### src/rtl/eeprom_transfer_segmenter_unit_defines.svh
// Assertion macros used by the segmenter top level
`ifndef EEPROM_TRANSFER_SEGMENTER_UNIT_DEFINES_SVH
`define EEPROM_TRANSFER_SEGMENTER_UNIT_DEFINES_SVH

// antecedent true implies consequent in the same cycle
`define ETS_ASSERT_SAME(label, ante, cons) \
  label: assert property (@(posedge clk) disable iff (rst) (ante) |-> (cons)) \
    else $error("segmenter check failed");

// antecedent true implies consequent in the next cycle
`define ETS_ASSERT_NEXT(label, ante, cons) \
  label: assert property (@(posedge clk) disable iff (rst) (ante) |=> (cons)) \
    else $error("segmenter check failed");

`endif

### src/rtl/ets_pkg.sv
// Types, constants and helper functions of the EEPROM transfer segmenter
package ets_pkg;

  localparam int MAX_LENGTH = 256;
  localparam int LEN_W      = 9;
  localparam int ADDR_W     = 16;

  localparam logic [1:0] REG_MEM_SIZE_LOG2  = 2'd0;
  localparam logic [1:0] REG_PAGE_SIZE_LOG2 = 2'd1;
  localparam logic [1:0] REG_TWO_BYTE_ADDR  = 2'd2;
  localparam logic [1:0] REG_BASE_DEV_ADDR  = 2'd3;

  localparam logic OP_READ  = 1'b0;
  localparam logic OP_WRITE = 1'b1;

  typedef struct packed {
    logic              operation;
    logic [ADDR_W-1:0] start_address;
    logic [LEN_W-1:0]  length;
  } ets_req_t;

  typedef struct packed {
    logic [7:0]        device_address;
    logic [ADDR_W-1:0] word_address;
    logic [LEN_W-1:0]  byte_count;
    logic [7:0]        buffer_offset;
    logic              last_segment;
  } ets_res_t;

  // operands of the segment step unit
  typedef struct packed {
    logic [ADDR_W-1:0] addr;
    logic [LEN_W-1:0]  done;
    logic [LEN_W-1:0]  len;
    logic [7:0]        mask;
    logic              whole;
  } ets_step_in_t;

  typedef struct packed {
    logic [LEN_W-1:0]  cnt;
    logic [LEN_W-1:0]  done_next;
    logic [ADDR_W-1:0] addr_next;
    logic              last;
  } ets_step_out_t;

  function automatic logic [1:0] bank_bits(input logic [4:0] msl, input logic two_byte);
    logic [4:0] m;
    m = msl;
    if (m < 5'd7)  m = 5'd7;
    if (m > 5'd16) m = 5'd16;
    if (two_byte || m <= 5'd8) begin
      return 2'd0;
    end else if (m >= 5'd11) begin
      return 2'd3;
    end else begin
      return 2'(m - 5'd8);
    end
  endfunction

  function automatic logic [7:0] page_mask(input logic [2:0] psl);
    logic [2:0] pl;
    pl = (psl < 3'd3) ? 3'd3 : psl;
    return 8'((9'd1 << pl) - 9'd1);
  endfunction

  function automatic logic [7:0] device_byte(input logic [7:0] base, input logic [1:0] bits,
                                             input logic [ADDR_W-1:0] addr);
    logic [2:0] lowmask;
    logic [2:0] upper;
    lowmask = 3'((4'd1 << bits) - 4'd1);
    upper   = addr[10:8] & lowmask;
    return (base & ~{4'd0, lowmask, 1'b0}) | {4'd0, upper, 1'b0};
  endfunction

  function automatic logic [LEN_W-1:0] sat_length(input logic [LEN_W-1:0] len);
    return (len > LEN_W'(MAX_LENGTH)) ? LEN_W'(MAX_LENGTH) : len;
  endfunction

endpackage

### src/rtl/ets_step.sv
// Combinational segment step unit: byte count, last flag, next done count and next address for one segment
module ets_step (
  input  ets_pkg::ets_step_in_t  op,
  output ets_pkg::ets_step_out_t res
);
  import ets_pkg::*;

  logic [LEN_W-1:0] room;
  logic [LEN_W-1:0] rest;
  logic [LEN_W-1:0] cnt;

  always_comb begin
    room = ({1'b0, op.mask} + 9'd1) - {1'b0, op.addr[7:0] & op.mask};
    rest = op.len - op.done;
    if (op.whole || rest < room) begin
      cnt = rest;
    end else begin
      cnt = room;
    end
    res.cnt       = cnt;
    res.done_next = op.done + cnt;
    res.last      = (op.done + cnt) >= op.len;
    res.addr_next = op.addr + {{(ADDR_W-LEN_W){1'b0}}, cnt};
  end

endmodule

### src/rtl/eeprom_transfer_segmenter_unit.sv
// Top level of the EEPROM transfer segmenter: registers, sequencer and result register
// A request is taken when start is high and busy is low; it then emits one segment
// per clock on result with strobe high, the final one flagged by last_segment, and
// busy stays high until that final segment is issued. The single step unit works out
// one segment per cycle. Zero-length writes, and zero-length reads on a banked chip,
// produce no beat. Results cannot be stalled: the receiver must take every beat in the
// cycle it is shown. Registers must be written only while busy is low; the block itself
// does not enforce this.
module eeprom_transfer_segmenter_unit (
  input  logic             clk,
  input  logic             rst,
  input  logic             start,
  input  ets_pkg::ets_req_t request,
  output logic             busy,
  output logic             strobe,
  output ets_pkg::ets_res_t result,
  input  logic             cfg_write,
  input  logic [1:0]       cfg_index,
  input  logic [7:0]       cfg_data
);
  import ets_pkg::*;

  `include "eeprom_transfer_segmenter_unit_defines.svh"

  localparam logic ST_IDLE = 1'b0;
  localparam logic ST_RUN  = 1'b1;

  logic [4:0] memory_size_log2;
  logic [2:0] page_size_log2;
  logic       two_byte_word_address;
  logic [7:0] base_device_address;

  logic              state;
  logic              state_next;
  logic [ADDR_W-1:0] addr;
  logic [LEN_W-1:0]  done;
  logic [LEN_W-1:0]  len;
  logic [7:0]        mask;
  logic              whole;
  logic [1:0]        bits;

  ets_step_in_t  step_in;
  ets_step_out_t step_out;

  logic             accept;
  logic [1:0]       req_bits;
  logic [LEN_W-1:0] req_len;
  logic             req_empty;

  always_ff @(posedge clk) begin
    if (rst) begin
      memory_size_log2      <= 5'd8;
      page_size_log2        <= 3'd3;
      two_byte_word_address <= 1'b0;
      base_device_address   <= 8'd160;
    end else if (cfg_write) begin
      case (cfg_index)
        REG_MEM_SIZE_LOG2:  memory_size_log2      <= cfg_data[4:0];
        REG_PAGE_SIZE_LOG2: page_size_log2        <= cfg_data[2:0];
        REG_TWO_BYTE_ADDR:  two_byte_word_address <= cfg_data[0];
        REG_BASE_DEV_ADDR:  base_device_address   <= cfg_data;
        default: ;
      endcase
    end
  end

  assign accept    = start && (state == ST_IDLE);
  assign req_bits  = bank_bits(memory_size_log2, two_byte_word_address);
  assign req_len   = sat_length(request.length);
  // a read on an unbanked chip always gives one beat, even at length zero
  assign req_empty = (req_len == '0) &&
                     ((request.operation == OP_WRITE) || (req_bits != 2'd0));

  assign step_in.addr  = addr;
  assign step_in.done  = done;
  assign step_in.len   = len;
  assign step_in.mask  = mask;
  assign step_in.whole = whole;

  ets_step u_step (
    .op  (step_in),
    .res (step_out)
  );

  always_comb begin
    state_next = state;
    case (state)
      ST_IDLE: begin
        if (accept && !req_empty) state_next = ST_RUN;
      end
      ST_RUN: begin
        if (step_out.last) state_next = ST_IDLE;
      end
      default: state_next = ST_IDLE;
    endcase
  end

  always_ff @(posedge clk) begin
    if (rst) begin
      state  <= ST_IDLE;
      strobe <= 1'b0;
    end else begin
      state  <= state_next;
      strobe <= (state == ST_RUN);
    end
  end

  always_ff @(posedge clk) begin
    if (accept) begin
      addr  <= request.start_address;
      done  <= '0;
      len   <= req_len;
      bits  <= req_bits;
      whole <= (request.operation == OP_READ) && (req_bits == 2'd0);
      mask  <= (request.operation == OP_WRITE) ? page_mask(page_size_log2) : 8'hFF;
    end else if (state == ST_RUN) begin
      addr <= step_out.addr_next;
      done <= step_out.done_next;
    end
  end

  always_ff @(posedge clk) begin
    if (state == ST_RUN) begin
      result.device_address <= device_byte(base_device_address, bits, addr);
      result.word_address   <= (bits != 2'd0) ? {8'd0, addr[7:0]} : addr;
      result.byte_count     <= step_out.cnt;
      result.buffer_offset  <= done[7:0];
      result.last_segment   <= step_out.last;
    end
  end

  assign busy = (state == ST_RUN);

  `ETS_ASSERT_SAME(a_last_frees, strobe && result.last_segment, !busy)
  `ETS_ASSERT_SAME(a_mid_busy, strobe && !result.last_segment, busy)
  `ETS_ASSERT_NEXT(a_run_emits, busy, strobe)
  `ETS_ASSERT_NEXT(a_mid_follows, strobe && !result.last_segment, strobe)

endmodule

### config.mk
export PLATFORM = sky130hd
export DESIGN_NAME = eeprom_transfer_segmenter_unit
export DESIGN_NICKNAME = d
export VERILOG_FILES = /design/src/rtl/ets_pkg.sv /design/src/rtl/ets_step.sv /design/src/rtl/eeprom_transfer_segmenter_unit.sv
export VERILOG_INCLUDE_DIRS = /design/src /design/src/rtl
export SDC_FILE = /design/constraint.sdc
export NUM_CORES = 1
export LEC_CHECK = 0
export BUFFER_PORTS_ARGS = -buffer_cell sky130_fd_sc_hd__buf_2
export CORE_UTILIZATION = 54
export CTS_BUF_LIST = sky130_fd_sc_hd__clkbuf_4 sky130_fd_sc_hd__clkbuf_8
export DETAILED_ROUTE_END_ITERATION = 8
export PLACE_DENSITY = 0.86
export SLEW_MARGIN = 10
export SYNTH_ARGS = -nofsm -noshare
export SYNTH_HDL_FRONTEND = slang
export SYNTH_SLANG_ARGS = --single-unit
### constraint.sdc
create_clock -name clk -period 5.4 [get_ports clk]
set_input_delay 0.81 -clock clk [delete_from_list [all_inputs] [get_ports clk]]
set_output_delay 0.81 -clock clk [all_outputs]
set_load 0.005 [all_outputs]
==> results by group <==
Timing
  – Final worst slack: -0.3177 ns
  – Final max-slew violation count: 0
  – Skew final: around 0.017 ns
  – Max_slew headroom: 0.3561
  – Fin Setup TNS: -0.5673 ns
  – Final setup viols: 3
  – Fmax: 0.1749 GHz
  – Fin. Hold Viols: 0
  – RSZ-0062 raised after global routing: yes
  – Tcrit/Tclk final: 1.059
  – Post-layout min period: between 5 and 6 ns
  – Worst-Margin Slew: a little under 1 ns

Hold path
  – Hold Crit Depth: 0
  – Hold endpoint: result[41]$_DFFE_PP_
  – Type of the most critical hold path: reg -> reg
  – Hold path startpoint: base_device_address[7]$_SDFFE_PP1P_

Yosys
  – Most used flip-flop cell after synthesis: edfxtp_1
  – Synth area leader: edfxtp_1
  – Synth top area share: 0.4077
  – Post-Syn Area: 0.005746 sq mm
  – Top-count cell post-synth: edfxtp_1
  – Synth async-reset ratio: 0
  – Cell count after synthesis: 530
  – Yosys warnings: 0
  – Commonest cells post-synth: edfxtp_1 (78), nand2_1 (56), ha_1 (51)
  – Synth unique cells: 47
  – EDFF count, synth: 78
  – Yosys reg bits: 106
  – Top post-synthesis cells by area: edfxtp_1 (41%), ha_1 (11%), dfxtp_1 (9.8%)
  – Seq/Total Area, Yosys: 0.5052
  – Post-Syn Area per Cell: between 10 and 15 sq um

Route
  – Vias: 4537
  – DRT Pass-1 Iters: 7
  – Drt initial violations: 284
  – Post-route ant nets: 0
  – Final WL: 13960 microns
  – Post-route DRC: 0
  – Via-to-Cell Ratio: 5.594
  – Drt wl/cell: between 15 and 20 microns

Clock network
  – CTS tree: done
  – CTS max path bufs: 2
  – Skew-Pair Late Insertion Delay: 0.40 ns
  – CTS buffer count: 9
  – CTS Sinks: 106
  – H-Tree Depth: 3
  – Root Driver: clkbuf_8
  – Clk pin slew, worst setup/hold paths: 0.11 ns

Worst setup path
  – CP max FO: 3
  – CP max stage cell: edfxtp_1
  – R2r setup slk: -0.32 ns
  – Slowest stage delay, CP: roughly 0.43 ns
  – CP startpoint kind: flop
  – CP Class: reg -> reg
  – WP data arrival: 6.01 ns
  – Worst R2R End: busy$_SDFF_PP0_
  – Reg2reg path depth: 29
  – Worst path required time: 5.69 ns
  – Reg2reg start: len[0]$_DFFE_PP_
  – CP Capture Type: flop

Layout
  – Diode count: 0
  – Nets: 765
  – Layout Utilization: 0.6916
  – Area growth, synth to finish: 24.26%
  – Share of cells above drive strength 1: 0.2993

Global routing
  – Overflow after GRT: 0
  – Vias in the first global route: roughly 4500
  – Initial antenna violation count: 0
  – Total track usage: 0.2501
  – Largest net degree at the start of global routing: 57
  – First-pass GRT wire length: approximately 21000 microns

Place
  – IO Port Bufs: 83
  – Worst slack at placement: -0.4069 ns
  – Gpl congestion: 0.8547
  – Placed wire-length estimate: 8851 microns

Floorplanning
  – Number of cell rows: 37
  – Die area: 0.01106 sq mm
  – Die Ht: 105.2 microns
  – I/O Pins: 84
  – Core area: 0.01032 sq mm
  – Die X: around 110 microns
  – Starting Density: 0.5565

Job
  – MaxCap Viol Count: 0

Outcome
  – Failing checks: negative setup slack
  – Status: finished, violations left
[per-layer routing]
| layer | global-route usage | up-vias | share of wire |
|---|---|---|---|
| met4 | 0.1610 | 0 | 0.042 |
| met2 | 0.4191 | 190 | 0.50 |
| li1 | - | 2132 | - |
| met1 | 0.2854 | 2158 | 0.39 |
| met3 | 0.06176 | 57 | 0.060 |
| met5 | 0 | - | 0 |
[critical path, delay by kind of cell (launching register included)]
family	cells	cell delay, ns
flip-flops	1	0.43
multiplexers	1	0.26
AND/OR/NAND/NOR	4	0.40
XOR/XNOR	2	0.48
adder cells (fa/ha/maj)	6	1.65
AO/OA/AOI/OAI	10	1.81
buffers and inverters	6	0.60
[cell usage in the layout (no fill, tap or decap), drive strengths merged, types with 11 or more instances in the layout]
master  Yosys  final
o21ai      28     28
inv        50     56
xnor2      18     18
nor2       28     28
edfxtp     78     78
dfxtp      28     28
nand2      56     56
mux2i      11     11
a21oi      31     31
xor2       13     13
nor2b      19     19
buf         2    135
ha         51     51
nand2b     14     14
[metrics by stage]
stage               hold slack [ns]  instances  cell area [sq um]
floorplan                    0.4081        534               5763
global placement             0.4137        781               6594
detailed placement           0.4194        781               6594
CTS                          0.4387        804               6982
global route                 0.4448        811               7139
finish                       0.4337        811               7139
[cell type report]
| class | count | area [sq um] |
|---|---|---|
| fillers | 705 | 3184 |
| flip-flops and latches | 106 | 2905 |
| multi-input cells | 368 | 2877 |
| repair buffers | 135 | 813.3 |
| inverters | 50 | 187.7 |
| well taps | 136 | 170.2 |
| clock buffers | 10 | 131.4 |
| clock inverters | 6 | 55.05 |
[what timing repair did]
action                                  in CTS  in global routing
hold buffers                                 0                  0
buffers inserted                             7                  7
pin swaps                                   15                 13
resized for setup                           34                 25
endpoints found under the setup margin       9                 12
[flip-flops by register name (all words and copies together), names as in the netlist]
name,cells
memory_size_log2,5
two_byte_word_address,1
strobe,1
len,9
page_size_log2,3
busy,1
mask,8
base_device_address,8
addr,16
whole,1
bits,2
done,9
result,42
[logic make-up after synthesis]
kind of cell / share of synthesized area
compound gates: 0.1161
xor+xnor: 0.04726
buf+inv: 0.03942
fa+ha+maj: 0.1250
mux: 0.03288
other cells: 0.0006527
simple gates: 0.1335
flops: 0.5052
[worst max path at each step]
stage / startpoint / endpoint / slack, ns
after floorplan: len[0]$_DFFE_PP_ / busy$_SDFF_PP0_ / 0.01
after global placement: len[0]$_DFFE_PP_ / busy$_SDFF_PP0_ / -0.16
after detailed placement: len[0]$_DFFE_PP_ / busy$_SDFF_PP0_ / -0.41
after CTS: len[0]$_DFFE_PP_ / busy$_SDFF_PP0_ / -0.13
after global routing: len[0]$_DFFE_PP_ / busy$_SDFF_PP0_ / -0.46
final: len[0]$_DFFE_PP_ / busy$_SDFF_PP0_ / -0.32
Power is not shown: default switching activity piles up to over one toggle a cycle in this logic, so the estimate is an artifact.
